### config.mk
export PLATFORM = sky130hd
export DESIGN_NAME = mswu_obuf
export DESIGN_NICKNAME = d
export VERILOG_FILES = /design/src/assert_macros.svh /design/src/mswu_pkg.sv /design/src/mswu_obuf.sv
export SDC_FILE = /design/constraint.sdc
export NUM_CORES = 1
export LEC_CHECK = 0
export BUFFER_PORTS_ARGS = -buffer_cell sky130_fd_sc_hd__buf_4
export CAP_MARGIN = 10
export CORE_AREA = 2 2 39 41
export CTS_BUF_LIST = sky130_fd_sc_hd__clkbuf_2
export CTS_CLUSTER_SIZE = 8
export DETAILED_ROUTE_END_ITERATION = 8
export DIE_AREA = 0 0 41 43
export SLEW_MARGIN = 20
export SYNTH_ARGS = -nofsm -noshare
export SYNTH_HDL_FRONTEND = slang
export SYNTH_SLANG_ARGS = --single-unit
### constraint.sdc
create_clock -name i_clk -period 0.9 [get_ports i_clk]
set_input_delay 0.135 -clock i_clk [delete_from_list [all_inputs] [get_ports i_clk]]
set_output_delay 0.135 -clock i_clk [all_outputs]
set_load 0.1 [all_outputs]
### src/assert_macros.svh
// Assertion macros used by the sequencer RTL of the matching swap upgrade block.
// Each macro checks one clocked implication, disabled while the active-low reset is low.
`ifndef ASSERT_MACROS_SVH
`define ASSERT_MACROS_SVH

// The consequent must hold in the same cycle as the antecedent.
`define ASSERT_IMPLY(label, clk, rst_n, ante, cons, msg) \
    label: assert property (@(posedge clk) disable iff (!(rst_n)) (ante) |-> (cons)) \
        else $error(msg);

// The consequent must hold in the cycle after the antecedent.
`define ASSERT_NEXT(label, clk, rst_n, ante, cons, msg) \
    label: assert property (@(posedge clk) disable iff (!(rst_n)) (ante) |=> (cons)) \
        else $error(msg);

`endif

### src/mswu_pkg.sv
// Shared types and constants of the matching swap upgrade block.
// Used by the sequencer, the result buffer and the top level; depends on nothing.
`timescale 1ns / 1ps

package mswu_pkg;

    // Widths of the fixed payload fields.
    localparam int IDX_W  = 6;
    localparam int COST_W = 32;

    typedef logic [IDX_W-1:0]  t_idx;
    typedef logic [COST_W-1:0] t_cost_in;

    // Operation carried by an input transaction.
    typedef enum logic [1:0] {
        KIND_LOAD_COST = 2'd0,
        KIND_LOAD_FWD  = 2'd1,
        KIND_PROPOSE   = 2'd2,
        KIND_READ      = 2'd3
    } t_kind;

    // Input transaction payload.
    typedef struct packed {
        t_kind    kind;
        t_idx     source_index;
        t_idx     target_index;
        t_cost_in cost_value;
    } t_in;

    // Result transaction payload.
    typedef struct packed {
        t_idx mapped_target;
        logic swapped;
        logic displaced_owner_valid;
    } t_out;

    // Write strobes of the three state memories.
    typedef struct packed {
        logic fwd;
        logic inv;
        logic cost;
    } t_mem_we;

    // Sequencer states.
    typedef enum logic [3:0] {
        ST_CLEAR,
        ST_IDLE,
        ST_LOOK,
        ST_LOAD_CHK,
        ST_LOAD_OWN,
        ST_COST_AB,
        ST_MOVE_OWN,
        ST_COST_APBP,
        ST_COST_APB,
        ST_SWAP_CMP,
        ST_SWAP_WR,
        ST_DONE
    } t_state;

endpackage

### src/mswu_obuf.sv
// Result register that holds one finished transaction until the consumer takes it.
// Depends on mswu_pkg for the result payload type.
`timescale 1ns / 1ps

module mswu_obuf (
    input  logic            i_clk,
    input  logic            i_rst_n,
    input  logic            i_valid,
    output logic            o_ready,
    input  mswu_pkg::t_out  i_data,
    output logic            o_valid,
    input  logic            i_ready,
    output mswu_pkg::t_out  o_data
);

    logic           r_valid;
    logic           n_valid;
    mswu_pkg::t_out r_data;
    mswu_pkg::t_out n_data;

    // The slot takes a new result when empty or when its content leaves this cycle.
    assign o_ready = !r_valid || i_ready;

    always_comb begin
        n_valid = r_valid;
        n_data  = r_data;
        if (i_valid && o_ready) begin
            n_valid = 1'b1;
            n_data  = i_data;
        end else if (i_ready) begin
            n_valid = 1'b0;
        end
    end

    always_ff @(posedge i_clk) begin
        if (!i_rst_n) begin
            r_valid <= 1'b0;
        end else begin
            r_valid <= n_valid;
        end
        r_data <= n_data;
    end

    assign o_valid = r_valid;
    assign o_data  = r_data;

endmodule

==> impl_metrics.tcl, run 1 <==
set metrics [dict create \
    outcome "complete, but fails checks" \
    violations "setup timing" \
    grt_pass1_wl_um 793 \
    worstSkewPairLatency_ps 220 \
    cts_made_buffers 3 \
    dieArea_mm2 0.001763 \
    rsz0062_at_grt "true" \
    core-area_mm2 0.001384 \
    final_common_cell "buf_4" \
    crit_type "reg -> out" \
    die_y_um 43 \
    power.switching_w 0.0003483 \
    required_ps 760 \
    muxShareOfSynthArea_pct 0 \
    syn2layout_area_growth_pct 83.19 \
    critPathLaunchType "flip-flop" \
    vias 203 \
    cp.arrival_ps 840 \
    relSlewSlack_pct 86.47 \
    post-route-drc-count 0 \
    synth-seq-area-share_pct 87.39 \
    ys_ff_latch 9 \
    antenna_found_initial 0 \
    diodes 0 \
    grt_overflow 0 \
    setup_viol 18 \
    peakVddDrop_mv 0.9271 \
    synth_compound_area_share_pct 3.782 \
    synthSimpleGateAreaFrac_pct 7.563 \
    cp_max_fo 3 \
    cts_buffer_depth 2 \
    combPwrFrac_pct 29.5 \
    drt-total-wl_um 598 \
    synth_xor_area_share_pct 0 \
    synthesis.nets 25 \
    total_power_w 0.001040 \
    maxCapViolCount 0 \
    syn_inst 13 \
    synthAdderAreaFrac_pct 0 \
    critPathMaxStageDelay_ps 360 \
    grt_max_degree 9 \
    cts.sinks 9 \
    cts_tree "yes" \
    min_from "i_data[2]" \
    grt_pass1_vias 219 \
    drtIter0Drc 0 \
    hp-class "in -> reg" \
    syn_avg_cell_area_um2 22.91 \
    postCtsSetupRepairBufs 0 \
    drive_gt1_share_pct 76.32 \
    ant_nets 0 \
    cp_num_buf_inv 1 \
    slew_violations 0 \
    cp-end-kind "output pin" \
    worst_slew_pin_slew_ps 203.4 \
    grtUsageTotal_pct 6.830 \
    firstDrtPassIters 1 \
    fin_skew_ps 0.5626 \
    ys_warn_count 0 \
    initial_core_util_pct 21.52 \
    io_buffers 21 \
    timing.rr.start "o_valid$_SDFFE_PN0P_" \
    fin_crit_sh_pct 108.7 \
    rows 14 \
    clkPwrFrac_pct 23.0 \
    cts-hold-fix-buffers 0 \
    vias_per_cell 3.759 \
    layout_common_cells "11 x buf_4, 9 x buf_6, 8 x edfxtp_1" \
    final_nets 51 \
    path_delay_family "flip-flops" \
    power.share.switching_pct 33.48 \
    period_needed_ps 978.0 \
    setup_slack_ps -78.02 \
    tns_ps -672.0 \
    place_ws_ps 3.684 \
    clkSlewWorstSetupHoldPaths_ps 80 \
    cts-root-buf "clkbuf_2" \
    p_per_area_mw_per_mm2 1907 \
    power.internal_w 0.0006922 \
    gp_congestion 0.5995 \
    pwr-share-seq_pct 47.5 \
    htreeDepth 1 \
    fmax_mhz 1022 \
    synth_top_family_by_area "simple AND/OR/NAND/NOR gates" \
    hold_violations 0 \
    p_leak_nw 0.2412 \
    wl_per_cell_um 11.07 \
    crit_slowest_cell "dfxtp_4" \
    die_w_um 41 \
    synth_area_um2 297.8 \
    ys_types 6 \
    crit_chain "nand2b_4 -> buf_12" \
    crit_start "o_valid$_SDFFE_PN0P_" \
    num_io_pins 22 \
]
[layout make-up]
class	count	area [um^2]
clock buffer	4	20.02
fill	131	838.3
inverter	1	3.754
multi-input combinational	3	33.78
timing repair buffer	21	203.9
tap	16	20.02
sequential	9	264.0
[worst reg2reg max path: cells and delay by family, from the launching register on]
family / cells / cell delay, ps
simple gates: 2 / 290
flops: 1 / 360
[cells in the mapped netlist]
| master | number | area, um^2 |
|---|---|---|
| a21boi_2 | 1 | 11.26 |
| and2_4 | 1 | 8.760 |
| dfxtp_1 | 1 | 20.02 |
| edfxtp_1 | 8 | 240.2 |
| inv_1 | 1 | 3.750 |
| nand2b_4 | 1 | 13.76 |
[kinds of logic (layout without fill, tap and decap cells)]
group,Yosys count,count (layout)
and+or+nand+nor,2,2
AOI/OAI and AO/OA,1,1
DFF,9,9
buffers and inverters,1,26
[metal layers]
metal  vias to the layer above  part of all wire (%)  track usage [%]
met3                         0                    26            6.283
li1                         97                     -                -
met4                         0                     0            2.000
met2                        22                    41            11.25
met1                        84                    33            5.405
met5                         -                     0                0
[what timing repair did]
item | 4_1_cts | 5_1_grt
gates resized for setup | 12 | 0
hold endpoints to repair | 0 | 0
setup endpoints to repair | 18 | 18
[power by group through the flow]
stage	clock [W]	sequential, W	combinational, W
global route	0.000268	0.000496	0.000318
detailed placement	0	0.000500	0.000288
CTS	0.000247	0.000495	0.000309
global placement	0	0.000499	0.000286
floorplan	0	0.000673	0.0000353
finish	0.000239	0.000494	0.000307
[stage by stage]
stage | util (%) | instance area, um^2 | hold WS, ps | std cells
after detailed placement | 34.63 | 479.2 | 316.9 | 50
after global routing | 39.42 | 545.5 | 60.28 | 54
after global placement | 34.63 | 479.2 | 318.9 | 50
after floorplan | - | 301.5 | 233.9 | 13
final | 39.42 | 545.5 | 83.21 | 54
after CTS | 39.42 | 545.5 | 72.18 | 54
[flip-flops by register name, summed over array words and instances (netlist names)]
signal   cells
o_valid      1
o_data       8
[final timing paths]
check                                       endpoint  slack (ps)  cells past startpoint
worst min register to register  o_valid$_SDFFE_PN0P_         520                      2
worst min-delay path             o_data[2]$_DFFE_PP_          80                      1
worst max-delay path                         o_ready         -80                      2
worst max register to register   o_data[5]$_DFFE_PP_         -30                      2
Power figures use the tool's default switching activity.
==> run 2, diff against run 1 <==
CTS_BUF_LIST = sky130_fd_sc_hd__clkbuf_2 sky130_fd_sc_hd__clkbuf_4 sky130_fd_sc_hd__clkbuf_8   (was sky130_fd_sc_hd__clkbuf_2)
PLACE_DENSITY = 0.57   (was not set)
==> impl_metrics.tcl, run 2 (same netlist as run 1, synthesis figures left out) <==
set metrics [dict create \
    maxCapViolCount 0 \
    p_per_area_mw_per_mm2 1987 \
    cts_tree "yes" \
    outcome "complete, but fails checks" \
    cts_buffer_depth 2 \
    cts_made_buffers 3 \
    grtUsageMet3_pct 4.712 \
    place_hpwl_um 455.5 \
    layout_common_cells "12 x buf_4, 9 x buf_6, 8 x edfxtp_1" \
    cp-end-kind "output pin" \
    period_needed_ps 987.2 \
    drive_gt1_share_pct 76.92 \
    slew_violations 0 \
    worstSkewPairLatency_ps 240 \
    ant_nets 0 \
    grtUsageTotal_pct 5.906 \
    htreeDepth 1 \
    core-area_mm2 0.001384 \
    largest_register_ffs 8 \
    grt_max_degree 9 \
    clkSlewWorstSetupHoldPaths_ps 60 \
    setup_slack_ps -87.20 \
    regArea_um2 264.0 \
    post-route-drc-count 0 \
    violations "setup timing" \
    grt_pass1_wl_um 703 \
    rows 14 \
    drt-total-wl_um 522 \
    grt_util_met2_pct 9.063 \
    p_leak_nw 0.2473 \
    gp_congestion 0.4987 \
    vias_per_cell 3.691 \
    fmax_mhz 1013 \
    setup_viol 18 \
    antenna_found_initial 0 \
    hold_violations 0 \
    dp_cells 50 \
    wl_per_cell_um 9.491 \
    critPathLaunchType "flip-flop" \
    dieArea_mm2 0.001763 \
    syn2layout_area_growth_pct 89.08 \
    hp-class "in -> reg" \
    final_nets 52 \
    cts.sinks 9 \
    cp.arrival_ps 850 \
    vias 203 \
    post_dp_cell_area_um2 479.2 \
    gr-usage-met1_pct 6.734 \
    r2r_setup_slack_ps -30 \
    crit_type "reg -> out" \
    grt_overflow 0 \
    stdcell_area_um2 563.0 \
    required_ps 760 \
    fin_skew_ps 2.044 \
    io_buffers 21 \
    diodes 0 \
    drtIter0Drc 0 \
    relSlewSlack_pct 86.46 \
    peakVddDrop_mv 0.9362 \
    multiInputGateArea_um2 33.78 \
    grt_pass1_vias 178 \
    fin_cells 55 \
    busiest_layer "met2" \
    fin_crit_sh_pct 109.7 \
    final_common_cell "buf_4" \
    num_io_pins 22 \
    fillers 127 \
    die_w_um 41 \
    initial_core_util_pct 21.52 \
    firstDrtPassIters 1 \
    rsz0062_at_grt "true" \
    cts-root-buf "clkbuf_4" \
    worst_slew_pin_slew_ps 203.6 \
    cp_max_fo 3 \
    die_y_um 43 \
]
==> run 2: changes by cell type in the layout (fill, tap and decap cells not counted), sizes merged <==
cell,change
buf,+1
==> run 2: worst max-delay path: stages (launching register included) <==
cell	delay, ps
dfxtp_4	350
nand2b_4	80
buf_12	170
==> run 2: final cells by class <==
cell class	instances	share of cell area [%]
timing repair buffer	22	37.56
sequential	9	46.89
multi-input combinational	3	6.000
inverter	1	0.6667
clock buffer	4	5.333
tap	16	3.556
==> run 2: final timing paths <==
check | start | endpoint | cells past startpoint
setup / recovery | o_valid$_SDFFE_PN0P_ | o_ready | 2
hold / removal | i_data[1] | o_data[1]$_DFFE_PP_ | 1
setup reg to reg | o_valid$_SDFFE_PN0P_ | o_data[7]$_DFFE_PP_ | 2
hold reg to reg | o_valid$_SDFFE_PN0P_ | o_valid$_SDFFE_PN0P_ | 3
==> run 2: what timing repair did <==
item	CTS	global route
setup endpoints to repair	18	18
gates resized for setup	12	0
hold buffers	0	0
setup buffers	1	0
==> run 2: stage by stage <==
stage	utilization [%]	setup WS (ps)	TNS (ps)	hold slack (ps)	total power (W)
6_report	40.69	-87.20	-781.7	66.07	0.001119
4_1_cts	40.69	-96.08	-928.4	61.46	0.001130
3_3_place_gp	34.63	13.35	0	315.1	0.0007840
2_1_floorplan	-	-401.0	-4471	233.9	0.0007083
3_5_place_dp	34.63	-4.708	-36.91	314.5	0.0007876
5_1_grt	40.69	-121.4	-1342	48.55	0.001172
==> run 2: layer usage <==
metal	vias up	part of all wire, %
met1	84	35
met5	-	0
met4	0	0
li1	100	-
met3	0	25
met2	19	41
==> run 2: where the power goes <==
| part | internal [W] | switching, W | total (W) |
|---|---|---|---|
| Sequential | 0.000483 | 0.0000125 | 0.000496 |
| Clock | 0.000199 | 0.000114 | 0.000313 |
| Combinational | 0.0000938 | 0.000216 | 0.000309 |
==> run 3, diff against run 2 <==
ABC_CLOCK_PERIOD_IN_PS = 900   (was not set)
BUFFER_PORTS_ARGS = not set   (was -buffer_cell sky130_fd_sc_hd__buf_4)
CELL_PAD_IN_SITES_DETAIL_PLACEMENT = 0   (was not set)
CELL_PAD_IN_SITES_GLOBAL_PLACEMENT = 1   (was not set)
DONT_BUFFER_PORTS = 1   (was not set)
PLACE_DENSITY = 0.5   (was 0.57)
==> impl_metrics.tcl, run 3 (same netlist as run 1, synthesis figures left out) <==
set metrics [dict create \
    firstDrtPassIters 1 \
    cp-end-kind "flip-flop" \
    num_io_pins 22 \
    place_ws_ps -267.4 \
    relSlewSlack_pct 78.45 \
    required_ps 860 \
    vias 202 \
    diodes 0 \
    cts_buffer_depth 2 \
    p_per_area_mw_per_mm2 1826 \
    cts.sinks 9 \
    hp-class "in -> reg" \
    outcome "complete, but fails checks" \
    cp.arrival_ps 1140 \
    grt_pass1_vias 234 \
    antenna_found_initial 0 \
    cts_tree "yes" \
    layout_common_cells "9 x dlygate4sd3_1, 9 x buf_12, 8 x edfxtp_1" \
    grt_pass1_wl_um 959 \
    grt_max_degree 9 \
    rsz0062_at_grt "true" \
    htreeDepth 1 \
    crit_type "reg -> reg" \
    maxCapViolCount 0 \
    post-route-drc-count 0 \
    gp_congestion 0.5055 \
    die_y_um 43 \
    fin_skew_ps 2.451 \
    largest_register_ffs 8 \
    rows 14 \
    cts-root-buf "clkbuf_4" \
    reg2reg_depth 2 \
    slew_violations 0 \
    cts_made_buffers 3 \
    initial_core_util_pct 21.52 \
    cp_max_fo 8 \
    wl_per_cell_um 12.22 \
    fmax_mhz 854.0 \
    tns_ps -3253 \
    p_leak_nw 0.2625 \
    clkSlewWorstSetupHoldPaths_ps 60 \
    peakVddDrop_mv 0.6947 \
    critPathLaunchType "flip-flop" \
    violations "setup timing" \
    hold_violations 0 \
    drive_gt1_share_pct 52.63 \
    grt_overflow 0 \
    dieArea_mm2 0.001763 \
    grtUsageTotal_pct 9.674 \
    worstSkewPairLatency_ps 260 \
    min_path_cells 1 \
    io_buffers 0 \
    vias_per_cell 3.741 \
    worst_slew_pin_slew_ps 323.1 \
    fillers 118 \
    setup_slack_ps -271.0 \
    period_needed_ps 1171 \
    drtIter0Drc 0 \
    drt-total-wl_um 660 \
    setup_viol 19 \
    core-area_mm2 0.001384 \
    syn2layout_area_growth_pct 117.6 \
    final_nets 51 \
    die_w_um 41 \
    ant_nets 0 \
    fin_crit_sh_pct 130.1 \
]
[run 3: changes by cell type in the layout (fill, tap and decap cells not counted)]
cell | previous run | this run
buf_12 | 1 | 9
buf_4 | 12 | 2
buf_6 | 9 | 1
dlygate4sd3_1 | 0 | 9
[run 3: worst max-delay path: stages (launching register included)]
cell	delay [ps]
dfxtp_4	350
nand2b_4	260
and2_4	260
[run 3: layout make-up]
cell class	instances	area (um^2)	share of cell area [%]
timing repair buffer	21	296.5	45.75
sequential	9	264.0	40.73
multi-input combinational	3	33.78	5.212
clock buffer	4	30.03	4.633
tap	16	20.02	3.089
inverter	1	3.754	0.5792
[run 3: metrics by stage]
stage                     total power (W)  instances  instance area [um^2]  hold WS, ps  util, %
after global placement          0.0008128         39                 496.7        233.9    35.90
after detailed placement        0.0008132         39                 496.7        233.9    35.90
after floorplan                 0.0007083         13                 301.5        233.9        -
after global routing             0.001230         54                 648.1        23.02    46.84
final                            0.001183         54                 648.1        26.76    46.84
after CTS                        0.001198         54                 648.1        18.27    46.84
[run 3: power breakdown]
| group | switching [W] | total [W] | internal (W) | leakage [nW] |
|---|---|---|---|---|
| combinational | 0.000217 | 0.000351 | 0.000134 | 0.158 |
| sequential | 0.0000193 | 0.000503 | 0.000484 | 0.0863 |
| clock | 0.000129 | 0.000329 | 0.000200 | 0.0184 |
| total | 0.000365 | 0.00118 | 0.000818 | 0.262 |
[run 3: per-layer routing]
| metal | global-route usage [%] | vias up | share of wire [%] |
|---|---|---|---|
| li1 | - | 96 | - |
| met1 | 6.061 | 84 | 27 |
| met2 | 15.00 | 18 | 56 |
| met3 | 2.618 | 4 | 11 |
| met4 | 16.00 | 0 | 5.5 |
| met5 | 0 | - | 0 |
[run 3: worst paths after layout]
| path | end | from | slack (ps) |
|---|---|---|---|
| min | o_valid$_SDFFE_PN0P_ | i_rst_n | 30 |
| min reg2reg | o_valid$_SDFFE_PN0P_ | o_valid$_SDFFE_PN0P_ | 860 |
| max | o_data[2]$_DFFE_PP_ | o_valid$_SDFFE_PN0P_ | -270 |
| max reg2reg | o_data[2]$_DFFE_PP_ | o_valid$_SDFFE_PN0P_ | -270 |
[run 3: repair_timing]
action                                  4_1_cts  5_1_grt
resized for setup                             4        1
endpoints found under the hold margin         9        0
endpoints found under the setup margin       19       19
setup buffers                                 2        1
hold buffers                                  9        0
pin swaps                                     1        0
