## src/assert_macros.svh

```systemverilog
// Assertion macros used by the sequencer RTL of the matching swap upgrade block.
// Each macro checks one clocked implication, disabled while the active-low reset is low.
`ifndef ASSERT_MACROS_SVH
`define ASSERT_MACROS_SVH

// The consequent must hold in the same cycle as the antecedent.
`define ASSERT_IMPLY(label, clk, rst_n, ante, cons, msg) \
    label: assert property (@(posedge clk) disable iff (!(rst_n)) (ante) |-> (cons)) \
        else $error(msg);

// The consequent must hold in the cycle after the antecedent.
`define ASSERT_NEXT(label, clk, rst_n, ante, cons, msg) \
    label: assert property (@(posedge clk) disable iff (!(rst_n)) (ante) |=> (cons)) \
        else $error(msg);

`endif

```

## src/mswu_pkg.sv

```systemverilog
// Shared types and constants of the matching swap upgrade block.
// Used by the sequencer, the result buffer and the top level; depends on nothing.
`timescale 1ns / 1ps

package mswu_pkg;

    // Widths of the fixed payload fields.
    localparam int IDX_W  = 6;
    localparam int COST_W = 32;

    typedef logic [IDX_W-1:0]  t_idx;
    typedef logic [COST_W-1:0] t_cost_in;

    // Operation carried by an input transaction.
    typedef enum logic [1:0] {
        KIND_LOAD_COST = 2'd0,
        KIND_LOAD_FWD  = 2'd1,
        KIND_PROPOSE   = 2'd2,
        KIND_READ      = 2'd3
    } t_kind;

    // Input transaction payload.
    typedef struct packed {
        t_kind    kind;
        t_idx     source_index;
        t_idx     target_index;
        t_cost_in cost_value;
    } t_in;

    // Result transaction payload.
    typedef struct packed {
        t_idx mapped_target;
        logic swapped;
        logic displaced_owner_valid;
    } t_out;

    // Write strobes of the three state memories.
    typedef struct packed {
        logic fwd;
        logic inv;
        logic cost;
    } t_mem_we;

    // Sequencer states.
    typedef enum logic [3:0] {
        ST_CLEAR,
        ST_IDLE,
        ST_LOOK,
        ST_LOAD_CHK,
        ST_LOAD_OWN,
        ST_COST_AB,
        ST_MOVE_OWN,
        ST_COST_APBP,
        ST_COST_APB,
        ST_SWAP_CMP,
        ST_SWAP_WR,
        ST_DONE
    } t_state;

endpackage

```

## src/mswu_seq.sv

```systemverilog
// Sequencer of the matching swap upgrade block: reads, decides and writes back
// the forward map, inverse map and cost memories. Depends on mswu_pkg.
`timescale 1ns / 1ps
`include "assert_macros.svh"

module mswu_seq #(
    parameter int SOURCES   = 64,
    parameter int TARGETS   = 64,
    parameter int COST_BITS = 32
) (
    input  logic                                 i_clk,
    input  logic                                 i_rst_n,
    input  logic                                 i_in_valid,
    output logic                                 o_in_ready,
    input  mswu_pkg::t_in                        i_in_data,
    output logic                                 o_res_valid,
    input  logic                                 i_res_ready,
    output mswu_pkg::t_out                       o_res,
    output mswu_pkg::t_mem_we                    o_we,
    output logic [$clog2(SOURCES)-1:0]           o_fwd_waddr,
    output logic [$clog2(TARGETS)-1:0]           o_fwd_wdata,
    output logic [$clog2(SOURCES)-1:0]           o_fwd_raddr,
    input  logic [$clog2(TARGETS)-1:0]           i_fwd_rdata,
    output logic [$clog2(TARGETS)-1:0]           o_inv_waddr,
    output logic [$clog2(SOURCES):0]             o_inv_wdata,
    output logic [$clog2(TARGETS)-1:0]           o_inv_raddr,
    input  logic [$clog2(SOURCES):0]             i_inv_rdata,
    output logic [$clog2(SOURCES)+$clog2(TARGETS)-1:0] o_cost_waddr,
    output logic [COST_BITS-1:0]                 o_cost_wdata,
    output logic [$clog2(SOURCES)+$clog2(TARGETS)-1:0] o_cost_raddr,
    input  logic [COST_BITS-1:0]                 i_cost_rdata
);

    localparam int SRC_W = $clog2(SOURCES);
    localparam int TGT_W = $clog2(TARGETS);
    localparam int INV_W = SRC_W + 1;

    mswu_pkg::t_state  r_state;
    mswu_pkg::t_state  n_state;
    logic [TGT_W-1:0]  r_clr;
    logic [TGT_W-1:0]  n_clr;
    mswu_pkg::t_in     r_item;
    mswu_pkg::t_in     n_item;
    logic [TGT_W-1:0]  r_b;
    logic [TGT_W-1:0]  n_b;
    logic [SRC_W-1:0]  r_ap;
    logic [SRC_W-1:0]  n_ap;
    logic              r_owned;
    logic              n_owned;
    logic [COST_BITS-1:0] r_c_abp;
    logic [COST_BITS-1:0] n_c_abp;
    logic [COST_BITS-1:0] r_c_ab;
    logic [COST_BITS-1:0] n_c_ab;
    logic [COST_BITS:0]   r_now;
    logic [COST_BITS:0]   n_now;
    logic [COST_BITS:0]   r_alt;
    logic [COST_BITS:0]   n_alt;
    mswu_pkg::t_out    r_res;
    mswu_pkg::t_out    n_res;

    logic [SRC_W-1:0]  a_in;
    logic [TGT_W-1:0]  bp_in;
    logic [SRC_W-1:0]  w_a;
    logic [TGT_W-1:0]  w_bp;
    logic              w_bad;
    logic              w_b_ok;
    logic              w_bp_self;
    logic              w_noop;
    logic              w_old_mine;

    // Indexes of the incoming and of the held transaction, sized to the memories.
    assign a_in  = SRC_W'(i_in_data.source_index);
    assign bp_in = TGT_W'(i_in_data.target_index);
    assign w_a   = SRC_W'(r_item.source_index);
    assign w_bp  = TGT_W'(r_item.target_index);

    // Range checks and proposal screening on the data read for the held transaction.
    assign w_bad = (32'(r_item.source_index) >= 32'(SOURCES)) ||
                   ((r_item.kind != mswu_pkg::KIND_READ) &&
                    (32'(r_item.target_index) >= 32'(TARGETS)));
    assign w_b_ok     = 32'(i_fwd_rdata) < 32'(TARGETS);
    assign w_bp_self  = i_inv_rdata[INV_W-1] && (i_inv_rdata[SRC_W-1:0] == w_a);
    assign w_noop     = !w_b_ok || w_bp_self || (i_fwd_rdata == w_bp);
    assign w_old_mine = i_inv_rdata[INV_W-1] && (i_inv_rdata[SRC_W-1:0] == w_a) &&
                        (32'(r_b) < 32'(TARGETS));

    // Next state, memory addresses and write strobes.
    always_comb begin
        n_state  = r_state;
        n_clr    = r_clr;
        n_item   = r_item;
        n_b      = r_b;
        n_ap     = r_ap;
        n_owned  = r_owned;
        n_c_abp  = r_c_abp;
        n_c_ab   = r_c_ab;
        n_now    = r_now;
        n_alt    = r_alt;
        n_res    = r_res;

        o_we         = '0;
        o_fwd_waddr  = w_a;
        o_fwd_wdata  = w_bp;
        o_fwd_raddr  = a_in;
        o_inv_waddr  = w_bp;
        o_inv_wdata  = {1'b1, w_a};
        o_inv_raddr  = bp_in;
        o_cost_waddr = {w_a, w_bp};
        o_cost_wdata = COST_BITS'(r_item.cost_value);
        o_cost_raddr = {a_in, bp_in};

        case (r_state)
            mswu_pkg::ST_CLEAR: begin
                // Mark every inverse entry free, one per cycle.
                o_we.inv    = 1'b1;
                o_inv_waddr = r_clr;
                o_inv_wdata = '0;
                n_clr       = r_clr + TGT_W'(1);
                if (&r_clr) begin
                    n_state = mswu_pkg::ST_IDLE;
                end
            end
            mswu_pkg::ST_IDLE: begin
                // Reads of forward[a], inverse[bp] and cost[a][bp] start on acceptance.
                if (i_in_valid) begin
                    n_item  = i_in_data;
                    n_state = mswu_pkg::ST_LOOK;
                end
            end
            mswu_pkg::ST_LOOK: begin
                n_b          = i_fwd_rdata;
                n_ap         = i_inv_rdata[SRC_W-1:0];
                n_owned      = i_inv_rdata[INV_W-1];
                n_c_abp      = i_cost_rdata;
                n_res        = '0;
                n_state      = mswu_pkg::ST_DONE;
                o_inv_raddr  = i_fwd_rdata;
                o_cost_raddr = {w_a, i_fwd_rdata};
                if (!w_bad) begin
                    case (r_item.kind)
                        mswu_pkg::KIND_LOAD_COST: begin
                            o_we.cost = 1'b1;
                        end
                        mswu_pkg::KIND_LOAD_FWD: begin
                            n_state = mswu_pkg::ST_LOAD_CHK;
                        end
                        mswu_pkg::KIND_READ: begin
                            n_res.mapped_target = mswu_pkg::t_idx'(i_fwd_rdata);
                        end
                        mswu_pkg::KIND_PROPOSE: begin
                            n_res.mapped_target = mswu_pkg::t_idx'(i_fwd_rdata);
                            if (!w_noop) begin
                                n_state = mswu_pkg::ST_COST_AB;
                            end
                        end
                        default: begin
                            n_state = mswu_pkg::ST_DONE;
                        end
                    endcase
                end
            end
            mswu_pkg::ST_LOAD_CHK: begin
                // Free the old target if this source still owns it, then remap.
                o_we.fwd = 1'b1;
                if (w_old_mine) begin
                    o_we.inv    = 1'b1;
                    o_inv_waddr = r_b;
                    o_inv_wdata = '0;
                end
                n_state = mswu_pkg::ST_LOAD_OWN;
            end
            mswu_pkg::ST_LOAD_OWN: begin
                o_we.inv            = 1'b1;
                n_res.mapped_target = r_item.target_index;
                n_state             = mswu_pkg::ST_DONE;
            end
            mswu_pkg::ST_COST_AB: begin
                n_c_ab       = i_cost_rdata;
                o_cost_raddr = {r_ap, w_bp};
                if (r_owned) begin
                    n_state = mswu_pkg::ST_COST_APBP;
                end else if (r_c_abp < i_cost_rdata) begin
                    // Move to the free target and release the old one.
                    o_we.fwd            = 1'b1;
                    o_we.inv            = 1'b1;
                    o_inv_waddr         = r_b;
                    o_inv_wdata         = '0;
                    n_res.mapped_target = r_item.target_index;
                    n_res.swapped       = 1'b1;
                    n_state             = mswu_pkg::ST_MOVE_OWN;
                end else begin
                    n_state = mswu_pkg::ST_DONE;
                end
            end
            mswu_pkg::ST_MOVE_OWN: begin
                o_we.inv = 1'b1;
                n_state  = mswu_pkg::ST_DONE;
            end
            mswu_pkg::ST_COST_APBP: begin
                n_now        = {1'b0, r_c_ab} + {1'b0, i_cost_rdata};
                o_cost_raddr = {r_ap, r_b};
                n_state      = mswu_pkg::ST_COST_APB;
            end
            mswu_pkg::ST_COST_APB: begin
                n_alt   = {1'b0, i_cost_rdata} + {1'b0, r_c_abp};
                n_state = mswu_pkg::ST_SWAP_CMP;
            end
            mswu_pkg::ST_SWAP_CMP: begin
                // Exchange targets with the owner only on a strict improvement.
                if (r_alt < r_now) begin
                    o_we.fwd                    = 1'b1;
                    o_we.inv                    = 1'b1;
                    n_res.mapped_target         = r_item.target_index;
                    n_res.swapped               = 1'b1;
                    n_res.displaced_owner_valid = 1'b1;
                    n_state                     = mswu_pkg::ST_SWAP_WR;
                end else begin
                    n_state = mswu_pkg::ST_DONE;
                end
            end
            mswu_pkg::ST_SWAP_WR: begin
                o_we.fwd    = 1'b1;
                o_fwd_waddr = r_ap;
                o_fwd_wdata = r_b;
                o_we.inv    = 1'b1;
                o_inv_waddr = r_b;
                o_inv_wdata = {1'b1, r_ap};
                n_state     = mswu_pkg::ST_DONE;
            end
            mswu_pkg::ST_DONE: begin
                if (i_res_ready) begin
                    n_state = mswu_pkg::ST_IDLE;
                end
            end
            default: begin
                n_state = mswu_pkg::ST_IDLE;
            end
        endcase
    end

    // State register and working registers.
    always_ff @(posedge i_clk) begin
        if (!i_rst_n) begin
            r_state <= mswu_pkg::ST_CLEAR;
            r_clr   <= '0;
        end else begin
            r_state <= n_state;
            r_clr   <= n_clr;
        end
        r_item  <= n_item;
        r_b     <= n_b;
        r_ap    <= n_ap;
        r_owned <= n_owned;
        r_c_abp <= n_c_abp;
        r_c_ab  <= n_c_ab;
        r_now   <= n_now;
        r_alt   <= n_alt;
        r_res   <= n_res;
    end

    assign o_in_ready  = (r_state == mswu_pkg::ST_IDLE);
    assign o_res_valid = (r_state == mswu_pkg::ST_DONE);
    assign o_res       = r_res;

    // An accepted transaction always starts with the lookup of its entries.
    `ASSERT_NEXT(a_accept_look, i_clk, i_rst_n, i_in_valid && o_in_ready, r_state == mswu_pkg::ST_LOOK, "accepted transaction did not start a lookup")
    // A changed matching always leaves the source on the proposed target.
    `ASSERT_IMPLY(a_swap_target, i_clk, i_rst_n, o_res_valid && o_res.swapped, o_res.mapped_target == r_item.target_index, "swap result does not map to the proposed target")
    // A displaced owner is reported only for a proposal that changed the matching.
    `ASSERT_IMPLY(a_displace_swap, i_clk, i_rst_n, o_res_valid && o_res.displaced_owner_valid, o_res.swapped && (r_item.kind == mswu_pkg::KIND_PROPOSE), "displaced owner without a swap")
    // No write back is pending while a new transaction can be read.
    `ASSERT_IMPLY(a_ready_quiet, i_clk, i_rst_n, o_in_ready, !o_we.fwd && !o_we.inv && !o_we.cost && !o_res_valid, "write or result overlaps a new lookup")

endmodule

```

## config.mk

```make
export PLATFORM = sky130hd
export DESIGN_NAME = mswu_seq
export DESIGN_NICKNAME = d
export VERILOG_FILES = /design/src/mswu_pkg.sv /design/src/mswu_seq.sv
export VERILOG_INCLUDE_DIRS = /design/src /design/src/src
export SDC_FILE = /design/constraint.sdc
export NUM_CORES = 1
export LEC_CHECK = 0
export ABC_AREA = 1
export ABC_CLOCK_PERIOD_IN_PS = 4600
export BUFFER_PORTS_ARGS = -buffer_cell sky130_fd_sc_hd__buf_2
export CAP_MARGIN = 20
export CORE_MARGIN = 10
export CORE_UTILIZATION = 30
export DETAILED_ROUTE_END_ITERATION = 16
export PLACE_DENSITY_LB_ADDON = 0.05
export RECOVER_POWER = 50
export SLEW_MARGIN = 0
export SYNTH_ARGS = -nofsm -noshare
export SYNTH_HDL_FRONTEND = slang
export SYNTH_SLANG_ARGS = --single-unit
```

## constraint.sdc

```tcl
create_clock -name i_clk -period 4.6 [get_ports i_clk]
set_input_delay 1.15 -clock i_clk [delete_from_list [all_inputs] [get_ports i_clk]]
set_output_delay 1.15 -clock i_clk [all_outputs]
set_load 0.05 [all_outputs]
```

==> key figures <==
Floorplanning
  • Num rows: 77
  • Core Region: about 0.044 mm2
  • Die W: about 230 um
  • Io pins: 201
  • Die ar.: ~0.054 mm2
  • Initial Util: a little under a third
  • Die Y: between 200 and 250 um

STA
  • RSZ-0062 raised after global routing: yes
  • Fin. max-slew vios: between 50 and 60
  • Skew final: ~0.012 ns
  • Final setup fails: 0
  • Highest Clock Rate: approximately 230 MHz
  • Fin. Hold Viols: 0
  • Final min period: about 4.4 ns
  • Worst Max-Slew Pin Slew: between 2 and 2.5 ns
  • Setup TNS: 0 ns
  • Slew headroom: -61.0%
  • Final Cycle Share: 96.3%

Global routing
  • Global route overflow: 0
  • Largest net degree at the start of global routing: 54
  • First-pass GRT wire length: around 67 mm
  • Number of global-route vias before repair: between 10,000 and 15,000
  • Initial antenna violation count: 2
  • GRT Resource Usage Total: 16.2%

Finish
  • Fillers: roughly 4,600
  • Layout cells sized above 1: roughly 17%
  • Antenna cells: 0
  • Post-route cell area: between 0.015 and 0.02 mm2
  • Most common cell after layout, fill and taps aside: nand2_1
  • Final core utilization: 35.8%
  • Fin nets: about 1,900
  • Most frequent cells in the layout: nand2_1 (244), inv_1 (203), edfxtp_1 (197)
  • Area grow syn2layout: 18.0%

Detailed routing
  • Vias: 10,600
  • 1st-iter DRT viols: 552
  • Drc violations: 0
  • Post-DRT Antenna Nets: 0
  • 1st-pass router iterations: 5
  • WL/cell: around 20 um
  • Final WL: 44.6 mm
  • Vias per cell: roughly 4.6

Setup path
  • Critical Path End Type: output port
  • Setup CP Type: in -> out
  • Crit path required time: about 3.5 ns
  • Crit-path max FO: 8
  • WP data arrival: 3.28 ns
  • Reg2reg setup slack: roughly 1.3 ns
  • CP Launch Type: input port

Placement
  • HPWL after detailed placement: between 30 and 40 mm
  • Routability cong.: around 0.86
  • Count of input and output buffers: 200
  • DP Area: 0.0151 mm2

Min path
  • Worst Hold Class: reg -> reg

Logic synthesis
  • Cell count after synthesis: about 1,500
  • Yosys top cell area share: approximately 44%
  • Sequential area share after synthesis: between 40% and 50%
  • Synth Cell Area: between 0.01 and 0.015 mm2
  • Yosys top cell by area: edfxtp_1
  • Synth Flop Type: edfxtp_1
  • Synth warn: 0
  • Yosys reg bits: 207
  • Post-synth ARST share: 0%
  • Number of distinct library cells after synthesis: 57
  • Avg Cell Area, Syn: approximately 9.2 um2
  • Syn Nets: approximately 1,700
  • EDFF count, synth: 197
  • Most area-consuming cells after synthesis: edfxtp_1 (44%), ha_1 (12%), nand2_1 (6.9%)

Clock network
  • Setup bufs post-CTS: 0
  • CTS tree: done
  • H-tree lvl count: 1
  • Clock slew seen by the registers of the worst setup and hold paths: 0.06 ns
  • CTS buffer count: 28
  • Clock buffer depth: 3
  • Clock sink count: ~210
  • Clock Root Buffer: clkbuf_16
  • Later-pin clock latency in the skew report: ~0.56 ns

Power
  • LEAKAGE: ~6.9 nW
  • PD cells: approximately 300 mW/mm2
  • Peak VDD IR: between 0.2 and 0.3 mV

Run
  • Max-cap viol count: 2

Run status
  • Failing checks: capacitance limit, slew limit
  • Status: finished, violations left
-- worst paths after layout --
check	from	endpoint	cells after the start
worst max-delay path	i_cost_rdata[20]	o_inv_wdata[2]	14
worst min-delay path	r_clr[2]	r_clr[2]	1
worst max register to register	r_state[2]	r_state[3]	9
worst min register to register	r_clr[2]	r_clr[2]	1
-- routing by layer --
metal	part of all wire [%]	routed length, um	vias to the layer above	global-route usage [%]
met5	0.061	27	-	0
met4	1.9	843	4	3.21
met3	6.1	2710	66	3.82
met2	45	20000	271	25.9
met1	47	21000	4944	22.1
li1	-	-	5314	-
-- state kept, by name, summed over array words and instances (netlist names) --
register,cells
r_b,6
r_alt,33
r_ap,6
w_bp,6
r_now,33
r_c_ab,32
o_res,8
r_c_abp,32
r_item,2
r_state,4
o_cost_wdata,32
r_clr,6
r_owned,1
w_a,6
-- kinds of logic (layout without fill, tap and decap cells) --
group / after synthesis / count (layout) / synth area share [%]
AND/OR/NAND/NOR: 503 / 503 / 16.7
buffers and inverters: 294 / 527 / 9.70
AO/OA/AOI/OAI: 262 / 262 / 11.3
flip-flops: 207 / 207 / 45.6
adder cells (fa/ha/maj): 135 / 135 / 12.7
XOR/XNOR: 60 / 60 / 3.92
-- power breakdown --
| group | switching [mW] | internal, mW |
|---|---|---|
| Combinational | 0.334 | 0.164 |
| Sequential | 0.00177 | 2.07 |
| Clock | 0.882 | 1.28 |
-- cell type report --
class                   instances  area [um2]  share of cell area (%)
flip-flops and latches        207        6120                    38.6
clock inverters                18         173                    1.09
multi-input cells             960        6000                    37.9
repair buffers                241        1200                    7.57
inverters                     234         880                    5.56
well taps                     592         741                    4.68
clock buffers                  34         723                    4.57
-- through the flow --
| stage | total power [mW] | hold WS (ns) | worst slack (ns) | cells |
|---|---|---|---|---|
| floorplan | 2.42 | 0.412 | 0.127 | 1461 |
| global placement | 2.63 | 0.426 | 0.168 | 2232 |
| detailed placement | 2.63 | 0.431 | 0.119 | 2233 |
| CTS | 4.83 | 0.442 | 0.106 | 2285 |
| global route | 4.94 | 0.454 | 0.00111 | 2286 |
| finish | 4.74 | 0.448 | 0.172 | 2286 |
-- critical path: stages --
cell      delay [ns]
clkbuf_1        0.22
inv_1           0.07
ha_1            0.31
inv_1           0.10
nor3_2          0.20
nand2_1         0.08
a21oi_1         0.22
nor2_4          0.09
nand3_4         0.12
nand2_4         0.07
nand2_4         0.11
nor2_8          0.07
o21ai_2         0.16
buf_2           0.29
-- Yosys cell counts, types with 7 or more instances --
library cell  number
ha_1             133
nor2_2             9
nand2_1          245
inv_2             33
nand3_1           55
buf_4             50
a21o_1             8
o211ai_1          10
nor3_1            21
o21ai_0           55
a21oi_1          107
o2111ai_1          7
nor2_1           124
inv_1            198
nand4_1           10
edfxtp_1         197
o21bai_1           9
xor2_1            42
o21ai_2            9
dfxtp_1           10
o21ai_1           32
xnor2_1           18
-- timing repair --
| item | 4_1_cts | 5_1_grt |
|---|---|---|
| endpoints found under the setup margin | 0 | 6 |
| resized for setup | 0 | 7 |
| hold buffers | 0 | 0 |
No activity file was read; power rests on OpenSTA's default activity.
