<file path="src/assert_macros.svh">
// Assertion macros used by the sequencer RTL of the matching swap upgrade block.
// Each macro checks one clocked implication, disabled while the active-low reset is low.
`ifndef ASSERT_MACROS_SVH
`define ASSERT_MACROS_SVH

// The consequent must hold in the same cycle as the antecedent.
`define ASSERT_IMPLY(label, clk, rst_n, ante, cons, msg) \
    label: assert property (@(posedge clk) disable iff (!(rst_n)) (ante) |-> (cons)) \
        else $error(msg);

// The consequent must hold in the cycle after the antecedent.
`define ASSERT_NEXT(label, clk, rst_n, ante, cons, msg) \
    label: assert property (@(posedge clk) disable iff (!(rst_n)) (ante) |=> (cons)) \
        else $error(msg);

`endif

</file>
<file path="src/mswu_ram.sv">
// Generic single-clock RAM with one write port and one registered read port.
// Stands alone; used for every state memory of the block.
`timescale 1ns / 1ps

module mswu_ram #(
    parameter int WIDTH = 8,
    parameter int DEPTH = 64
) (
    input  logic                     i_clk,
    input  logic                     i_we,
    input  logic [$clog2(DEPTH)-1:0] i_waddr,
    input  logic [WIDTH-1:0]         i_wdata,
    input  logic [$clog2(DEPTH)-1:0] i_raddr,
    output logic [WIDTH-1:0]         o_rdata
);

    logic [WIDTH-1:0] r_mem [DEPTH];
    logic [WIDTH-1:0] r_rdata;

    // Write port and registered read port.
    always_ff @(posedge i_clk) begin
        if (i_we) begin
            r_mem[i_waddr] <= i_wdata;
        end
        r_rdata <= r_mem[i_raddr];
    end

    assign o_rdata = r_rdata;

endmodule

</file>
<file path="config.mk">
export PLATFORM = sky130hd
export DESIGN_NAME = mswu_ram
export DESIGN_NICKNAME = d
export VERILOG_FILES = /design/src/assert_macros.svh /design/src/mswu_ram.sv
export SDC_FILE = /design/constraint.sdc
export NUM_CORES = 1
export LEC_CHECK = 0
export ABC_CLOCK_PERIOD_IN_PS = 2000
export BUFFER_PORTS_ARGS = -buffer_cell sky130_fd_sc_hd__buf_2
export CAP_MARGIN = 25
export CELL_PAD_IN_SITES_DETAIL_PLACEMENT = 1
export CELL_PAD_IN_SITES_GLOBAL_PLACEMENT = 1
export CORE_ASPECT_RATIO = 1.1
export CORE_MARGIN = 3
export CORE_UTILIZATION = 40
export DETAILED_ROUTE_END_ITERATION = 10
export GPL_TIMING_DRIVEN = 0
export PLACE_DENSITY_LB_ADDON = 0.1
export SYNTH_ARGS = -nofsm -noshare
export SYNTH_HDL_FRONTEND = slang
export SYNTH_SLANG_ARGS = --single-unit
</file>
<file path="constraint.sdc">
create_clock -name i_clk -period 2 [get_ports i_clk]
set_input_delay 0.4 -clock i_clk [delete_from_list [all_inputs] [get_ports i_clk]]
set_output_delay 0.4 -clock i_clk [all_outputs]
set_load 0.02 [all_outputs]
</file>
==> results of run 1 <==
## power groups by stage
stage / combinational [mW] / sequential (mW) / clock [mW]
floorplan: 0.645 / 12.3 / 0
global placement: 1.27 / 12.3 / 0
detailed placement: 1.33 / 12.3 / 0
CTS: 1.39 / 12.1 / 9.60
global route: 1.48 / 12.1 / 10.0
finish: 1.41 / 12.1 / 9.38
## cells in the mapped netlist (3+ instances only)
cell	n	area [µm²]
mux2_2	13	146
nand2_1	19	71.3
buf_6	4	45.0
a22oi_1	3	22.5
mux2i_1	23	230
o22ai_1	8	50.1
buf_2	11	55.1
nand3_1	13	65.1
a21oi_1	3	15.0
nand2b_1	7	43.8
nor3_1	7	35.0
a211oi_1	4	30.0
buf_1	4	15.0
o221ai_1	8	70.1
dfxtp_1	8	160
mux4_2	126	2840
nor2b_1	14	87.6
buf_4	13	97.6
edfxtp_1	512	15400
clkbuf_1	17	63.8
nor2_1	83	312
o2bb2ai_1	3	26.3
o2111ai_1	3	26.3
nand3b_1	3	22.5
a221oi_1	6	52.6
## flip-flops by register name, summed over array words and instances, names as in the netlist
register,flops
r_mem,512
o_rdata,8
## timing repair
action,CTS,global route
setup buffers,2,0
endpoints found under the setup margin,328,280
pin swaps,3,1
endpoints found under the hold margin,0,0
resized for setup,84,59
## routing by layer
metal | GRT usage (%) | up-vias
li1 | - | 4122
met1 | 30.4 | 5399
met2 | 34.1 | 262
met3 | 2.62 | 77
met4 | 5.31 | 0
met5 | 0 | -
## final cells by class
class                           count  area [µm²]
Fill cell                        4518       26000
Sequential cell                   520       15500
Multi-Input combinational cell    369        4660
Clock buffer                       67        1380
Tap cell                          652         816
Buffer                             50         433
Timing Repair Buffer               34         323
Clock inverter                     25         220
Antenna cell                        1        2.50
## worst min-delay path by stage
| stage | startpoint | endpoint | slack (ns) | cells after the start |
|---|---|---|---|---|
| after floorplan | i_wdata[0] | r_mem[0][0] | 0.50 | 0 |
| after global placement | o_rdata[6] | o_rdata[6] | 0.82 | 1 |
| after detailed placement | o_rdata[3] | o_rdata[3] | 0.82 | 1 |
| after CTS | i_wdata[7] | r_mem[32][7] | 0.18 | 1 |
| after global routing | i_wdata[7] | r_mem[53][7] | 0.19 | 1 |
| final | i_wdata[7] | r_mem[35][7] | 0.21 | 1 |
## kinds of logic (layout without fill, tap and decap cells)
logic type,after synthesis,count (layout),synth area share (%)
AOI/OAI and AO/OA,54,54,2.07
other,0,1,0
muxes,162,162,15.9
DFF,520,520,77.0
buffers and inverters,51,176,1.57
and+or+nand+nor,153,153,3.39
## critical path, cell delays in order
cell	delay [ns]
buf_2	0.18
nor2b_1	0.30
nand3_1	0.70
nor2_2	0.80
## through the flow
step	setup TNS, ns	util, %
6_report	-3.34	47.4
3_3_place_gp	-339.05	42.8
4_1_cts	-17.67	47.0
3_5_place_dp	-351.45	43.1
5_1_grt	-10.58	47.4
2_1_floorplan	0	-
==> run summary, run 1 <==
Placed cells: 1624
H-tree depth: 2
Startpoint types: input pin
Period minus WS final: 2.16 ns
Vias in the first global route: 10290
Pleak: 7.18 nW
DRT iter0 DRCs: 1025
First-pass GRT wire length: 76900 µm
Synthesized area per cell: 21.5 µm²
Dpl cell area: 21300 µm²
RSZ-0062 raised after global routing: true
Sw frac: 21.6%
CTS tree: done
Post-Syn Nets: 962
Worst-margin pin slew: 0.907 ns
Die W: 220 µm
Slew HR: 39.4%
Total power divided by cell area: 978 nW/µm²
Initial antenna violation count: 1
Most frequent cells in the layout: edfxtp_1 (512), mux4_2 (126), clkbuf_16 (53), nor2_2 (50), buf_2 (24)
Detail Route met2 WL: 26300 µm
Residual DRC: 0
CP arrival: 2.39 ns
P_int: 17.9 mW
Ys async rst share: 0%
GRT Residual Overflow: 0
Share of cells above drive strength 1: 34.4%
Non-filler cells, final: 1718
Cells after Synth: 940
M1 wire length: 24200 µm
Final Hold Fails: 0
Clock network fraction of total power: 41.0%
Reg2reg setup slack: 0.01 ns
Fin worst setup slack: -0.158 ns
Met3 wire len: 2360 µm
Clock sinks: 520
Largest net degree at the start of global routing: 53
Clock Tree Buf Depth: 3
Clk Latency, worst-skew pair: 0.60 ns
Routed len/inst: 31.5 µm
Predominant post-synthesis flop cell: edfxtp_1
Area Growth Syn to Fin: 15.9%
Share of power burned in registers: 52.8%
Hold Path Class: input pin to flip-flop
Worst ir drop on vdd: 0.663 mV
MaxCap Viol Count: 0
Post-synth cell types: 40
Initial Util: 40.9%
Vias/cell: 5.74
DR top layer: met4
Post-route ant nets: 0
I/O pin cnt: 30
Crit path kind: input pin to flip-flop
Die height: 241 µm
Final-report max-slew violation count: 0
# port buffers: 21
Crit. End Element: flip-flop
Setup Viol. Count Final: 64
Most common cell after layout, fill and taps aside: edfxtp_1
Yosys warnings: 0
R2r endpoint: o_rdata[2]
DR vias: 9860
Status: finished with violations
Sw Pwr: 4.95 mW
WL final: 54200 µm
Required time worst endpoint: 2.23 ns
Sequential share of the synthesized area: 77.0%
Die ar.: 53200 µm²
Post-Syn Area: 20200 µm²
Worst setup path end: r_mem[46][0]
FF+latch count, synth: 520
Failing checks: setup timing
Pre-CTS setup slack: -1.49 ns
CTS root buf: clkbuf_16
WHS: 0.209 ns
FP Rows: 85
Post-synth EDFFs: 512
Clock slew at reported path FFs: 0.06 ns
CTS buffer count: 52
Tot GR Track Use: 20.9%
R2R depth: 5
Core Box Area: 49300 µm²
Crit path max fanout: 8
Placer Congestion: 0.834
DP HPWL: 36000 µm
Post-CTS Hold Buffers: 0
Comb power frac: 6.1%
Critical Path Source: i_we
Nets@finish: 1049
Total power: 22.9 mW
Final worst path period share: 108%
Top achievable clock speed: 463 MHz
Clock skew: 0.0133 ns
RR Startpoint: r_mem[2][2]
Finished Cell Area: 23400 µm²
TritonRoute pass-1 iters: 7
(Power assumes the default switching activity.)
==> run 2, diff against run 1 <==
ABC_AREA = 1   (was not set)
==> run summary, run 2 <==
Status: finished with violations
Failing checks: setup timing
Post-synth cell types: 16
Largest stage delay, worst path: 0.77 ns
Placer Congestion: 0.897
I/O pin cnt: 30
Sequential share of the synthesized area: 72.8%
Crit path max-delay family: simple AND/OR/NAND/NOR gates
Commonest cells in the synthesized netlist: nand2_1 (648), edfxtp_1 (512), nand3_1 (439), nor2_1 (56), buf_2 (37)
Post-Syn Area: 21300 µm²
Worst-margin pin slew: 0.927 ns
Crit path max fanout: 9
Clock sinks: 520
DRT iter0 DRCs: 1207
H-tree depth: 2
Yosys warnings: 0
Share of cells above drive strength 1: 13.6%
RSZ-0062 raised after global routing: true
Slew HR: 38.2%
Initial antenna violation count: 0
Required time worst endpoint: 2.30 ns
Largest net degree at the start of global routing: 65
Post-route ant nets: 0
Pre-CTS setup slack: -1.29 ns
CTS tree: done
MaxCap Viol Count: 0
Fin worst setup slack: -0.0707 ns
Most frequent cells in the layout: nand2_1 (648), edfxtp_1 (512), nand3_1 (439), clkbuf_16 (57), buf_2 (53)
Gr busiest metal: met2
CTS buffer count: 56
WL final: 71800 µm
TritonRoute pass-1 iters: 5
DR vias: 14584
Tot GR Track Use: 25.7%
Met2 Use GR: 43.1%
Pleak: 8.81 nW
Clock Tree Buf Depth: 3
FF+latch count, synth: 520
Die ar.: 56200 µm²
Critical path, cell by cell: clkbuf_1, nand4_1, nor4_2, buf_4
Setup Viol. Count Final: 11
Top area cells in the synthesized netlist: edfxtp_1 (72%), nand2_1 (11%), nand3_1 (10%), buf_6 (1.8%), nor2_1 (0.99%)
FP Rows: 88
# port buffers: 21
Die W: 226 µm
Routed len/inst: 27.3 µm
Residual DRC: 0
Nets@finish: 1937
Clock slew at reported path FFs: 0.06 ns
DP HPWL: 49000 µm
Hold Path Class: input pin to flip-flop
Final-report max-slew violation count: 0
Synthesized area per cell: 11.8 µm²
Final worst path period share: 104%
Most numerous cell in the Yosys netlist: nand2_1
Top cell type's share of synthesized area: 72.0%
Core Box Area: 52600 µm²
CP max-delay cell: nor4_2
Max reg flops: 512
CP arrival: 2.37 ns
Predominant post-synthesis flop cell: edfxtp_1
Initial Util: 40.5%
Clk Latency, worst-skew pair: 0.60 ns
Die height: 248 µm
Vias/cell: 5.55
Post-synth EDFFs: 512
GRT Residual Overflow: 0
Crit. End Element: flip-flop
Cell taking the most area after synthesis: edfxtp_1
Largest register by flop count: r_mem
Finished Core Util: 46.6%
Startpoint types: input pin
Final Hold Fails: 0
Top achievable clock speed: 483 MHz
Post-CTS Hold Buffers: 0
Clock skew: 0.0211 ns
Worst Path Buf+Inv: 2
Vias in the first global route: 14651
Cells after Synth: 1805
M1 GR Usage: 35.0%
ANT cells: 0
Crit path kind: input pin to flip-flop
Area Growth Syn to Fin: 14.9%
Period minus WS final: 2.07 ns
Total power divided by cell area: 976 nW/µm²
Ys async rst share: 0%
Most common cell after layout, fill and taps aside: nand2_1
Worst ir drop on vdd: 0.682 mV
Post-Syn Nets: 1827
M3 GR Usage: 3.72%
First-pass GRT wire length: 103000 µm
CTS root buf: clkbuf_16
==> run 2: cell count changes after synthesis, sizes merged, moves of 13 or more <==
cell / delta
nor2: -27
buf: +64
mux2i: -23
mux2: -13
nand2: +629
nand3: +426
nor2b: -14
mux4: -126
==> run 2: cell type report <==
| class | instances | area, µm² |
|---|---|---|
| buffer | 113 | 808 |
| clock inverter | 30 | 273 |
| multi-input combinational | 1160 | 5140 |
| sequential | 520 | 15500 |
| tap | 675 | 845 |
| inverter | 12 | 50.0 |
| timing repair buffer | 52 | 404 |
| clock buffer | 67 | 1460 |
| fill | 5542 | 28100 |
==> run 2: final timing paths <==
path | start | slack (ns) | cells past startpoint | endpoint
worst max-delay path | i_we | -0.07 | 4 | r_mem[52][1]
worst min-delay path | i_raddr[5] | 0.32 | 3 | o_rdata[3]
worst max register to register | r_mem[33][1] | 0.52 | 8 | o_rdata[1]
worst min register to register | r_mem[8][3] | 0.94 | 8 | o_rdata[3]
==> run 2: per-stage QoR <==
stage | cell area, µm² | TNS, ns | std cells | hold slack, ns | power, mW
floorplan | 21300 | -10.63 | 1805 | 0.499 | 13.2
global placement | 22300 | -424.78 | 2501 | 0.817 | 14.0
detailed placement | 22500 | -453.23 | 2513 | 0.816 | 14.1
CTS | 24400 | -25.36 | 2624 | 0.291 | 24.0
global route | 24500 | -2.09 | 2629 | 0.347 | 24.6
finish | 24500 | -0.406 | 2629 | 0.323 | 23.9
==> run 2: what timing repair did <==
| item | CTS | global route |
|---|---|---|
| setup endpoints to repair | 448 | 137 |
| pin swaps | 3 | 2 |
| gates resized for setup | 36 | 14 |
| buffers inserted | 14 | 5 |
==> run 2: where the power goes <==
| part | internal [mW] | leakage, nW | switching [mW] | total [mW] |
|---|---|---|---|---|
| clock network | 5.81 | 0.845 | 4.27 | 10.1 |
| registers | 12.1 | 4.67 | 0.0224 | 12.1 |
| logic | 0.439 | 3.30 | 1.33 | 1.76 |
| total | 18.3 | 8.81 | 5.62 | 23.9 |
==> run 2: metal layers <==
layer,vias to the layer above,share of wire (%),wire [µm]
met5,-,0,0
met4,0,2.8,2040
met3,104,5.0,3580
met2,412,49,35000
met1,7495,43,31100
li1,6573,-,-
==> run 2: worst register-to-register path: cells and delay by family, from the launching register on <==
family	cells	cell delay (ns)
simple gates	8	0.98
flops	1	0.37
==> run 2: logic make-up (layout without fill, tap and decap cells) <==
group         after synthesis  count (layout)  share of synthesized area, %
simple gates             1160            1160                          23.2
flops                     520             520                          72.8
buf+inv                   125             274                          4.02
==> run 3, diff against run 2 <==
--- a/config.mk
+++ b/config.mk
@@ -9,3 +9,3 @@
 export ABC_CLOCK_PERIOD_IN_PS = 2000
-export BUFFER_PORTS_ARGS = -buffer_cell sky130_fd_sc_hd__buf_2
+export BUFFER_PORTS_ARGS = -buffer_cell sky130_fd_sc_hd__clkbuf_2
 export CAP_MARGIN = 25
==> constraint.sdc (replaced) <==
create_clock -name i_clk -period 2 [get_ports i_clk]
set_input_delay 0.2 -clock i_clk [delete_from_list [all_inputs] [get_ports i_clk]]
set_output_delay 0.2 -clock i_clk [all_outputs]
set_load 0.02 [all_outputs]
==> run summary, run 3 (synthesis results as in run 2) <==
Worst-margin pin slew: 0.986 ns
Largest stage delay, worst path: 0.86 ns
WP depth: 4
Largest register by flop count: r_mem
Worst ir drop on vdd: 0.701 mV
Slew HR: 34.2%
TritonRoute pass-1 iters: 5
First-pass GRT wire length: 103000 µm
Fin worst setup slack: -0.0898 ns
M3 GR Usage: 3.32%
CP arrival: 2.31 ns
Tot GR Track Use: 25.9%
DRT iter0 DRCs: 1283
WL final: 72100 µm
Largest net degree at the start of global routing: 65
Clock skew: 0.0110 ns
Hold Path Class: input pin to flip-flop
Pleak: 8.80 nW
Crit. End Element: flip-flop
Die height: 248 µm
Area Growth Syn to Fin: 14.9%
Crit path max-delay family: simple AND/OR/NAND/NOR gates
DR vias: 14588
WHS Path Cells: 3
Comb power frac: 7.5%
Clock Tree Buf Depth: 3
Worst Path Buf+Inv: 2
Top achievable clock speed: 479 MHz
DP HPWL: 48700 µm
I/O pin cnt: 30
Failing checks: setup timing
Vias/cell: 5.55
H-tree depth: 2
Clock sinks: 520
R2R depth: 8
P_int: 18.2 mW
Routed len/inst: 27.4 µm
Setup Viol. Count Final: 40
# port buffers: 21
Crit path max fanout: 9
MaxCap Viol Count: 0
Placer Congestion: 0.913
CTS root buf: clkbuf_16
Final-report max-slew violation count: 0
Final Hold Fails: 0
Gr busiest metal: met2
Sw Pwr: 5.56 mW
Clock network fraction of total power: 41.6%
GRT Residual Overflow: 0
CTS tree: done
Nets@finish: 1930
Startpoint types: input pin
Total power divided by cell area: 969 nW/µm²
Crit path kind: input pin to flip-flop
Final worst path period share: 104%
Critical path, cell by cell: clkbuf_1, inv_1, nand4_1, nor2_1
CP max-delay cell: nor2_1
Post-route ant nets: 0
Die W: 226 µm
Sw frac: 23.4%
Initial Util: 40.5%
Die ar.: 56200 µm²
Initial antenna violation count: 2
FP Rows: 88
Met2 Use GR: 44.5%
Share of cells above drive strength 1: 13.8%
Status: finished with violations
Share of power burned in registers: 50.9%
WHS: 0.142 ns
Most common cell after layout, fill and taps aside: nand2_1
CTS buffer count: 54
ANT cells: 0
Post-Route Setup TNS: -1.66 ns
M1 GR Usage: 34.7%
Core Box Area: 52600 µm²
Clock slew at reported path FFs: 0.06 ns
Most frequent cells in the layout: nand2_1 (648), edfxtp_1 (512), nand3_1 (439), clkbuf_16 (57), nor2_2 (46)
RSZ-0062 raised after global routing: true
Vias in the first global route: 14811
Required time worst endpoint: 2.22 ns
Residual DRC: 0
Period minus WS final: 2.09 ns
Max reg flops: 512
Clk Latency, worst-skew pair: 0.61 ns
[run 3: cell types whose count changed in the layout (fill, tap and decap cells not counted), moves of 2 or more]
cell      change
buf_4        -13
buf_16        +3
buf_2        -16
nor2_1       -11
clkbuf_2     +14
clkbuf_1      +5
nor2_2       +12
clkinv_2      +3
clkbuf_4      +7
buf_12        -2
[run 3: worst reg2reg max path: stages (launching register included)]
cell and delay (ns):
edfxtp_1 0.35, nand2_1 0.07, nand3_1 0.10, nand3_1 0.17, nand2_1 0.11, nand2_1 0.08
nand3_1 0.16, nand3_1 0.16, nand2_1 0.13
[run 3: per-stage QoR]
stage | setup WS, ns | util [%] | power (mW) | instance area (µm²) | cells
3_5_place_dp | -1.13 | 42.8 | 14.1 | 22500 | 2514
6_report | -0.0898 | 46.6 | 23.8 | 24500 | 2627
5_1_grt | -0.202 | 46.6 | 24.5 | 24500 | 2627
2_1_floorplan | 0.0339 | - | 13.2 | 21300 | 1805
3_3_place_gp | -1.24 | 42.3 | 14.0 | 22300 | 2501
4_1_cts | -0.197 | 46.4 | 23.9 | 24400 | 2618
[run 3: timing repair]
action / CTS / global route
pin swaps: 2 / 1
resized for setup: 48 / 12
setup endpoints to repair: 341 / 254
hold buffers: 1 / 0
setup buffers: 3 / 8
hold endpoints to repair: 1 / 0
[run 3: final cells by class]
class,count,area [µm²]
Clock inverter,28,226
Fill cell,5585,28100
Clock buffer,72,1480
Sequential cell,520,15500
Inverter,12,50.0
Multi-Input combinational cell,1160,5160
Timing Repair Buffer,47,413
Buffer,113,808
Tap cell,675,845
[run 3: worst paths after layout]
| kind | start | endpoint | slack (ns) |
|---|---|---|---|
| hold / removal | i_raddr[5] | o_rdata[4] | 0.14 |
| hold reg to reg | r_mem[24][7] | o_rdata[7] | 0.94 |
| setup / recovery | i_waddr[0] | r_mem[0][3] | -0.09 |
| setup reg to reg | r_mem[27][5] | o_rdata[5] | 0.52 |
[run 3: metal layers]
layer	wire [µm]	share of wire (%)	vias to the layer above
met1	31000	43	7511
li1	-	-	6572
met3	3310	4.6	95
met5	0	0	-
met2	35700	50	410
met4	1980	2.7	0
[run 3: power by group through the flow]
stage | sequential [mW] | clock [mW] | combinational (mW)
2_1_floorplan | 12.3 | 0 | 0.848
3_3_place_gp | 12.3 | 0 | 1.68
3_5_place_dp | 12.3 | 0 | 1.76
4_1_cts | 12.1 | 10.0 | 1.78
5_1_grt | 12.1 | 10.5 | 1.91
6_report | 12.1 | 9.90 | 1.78
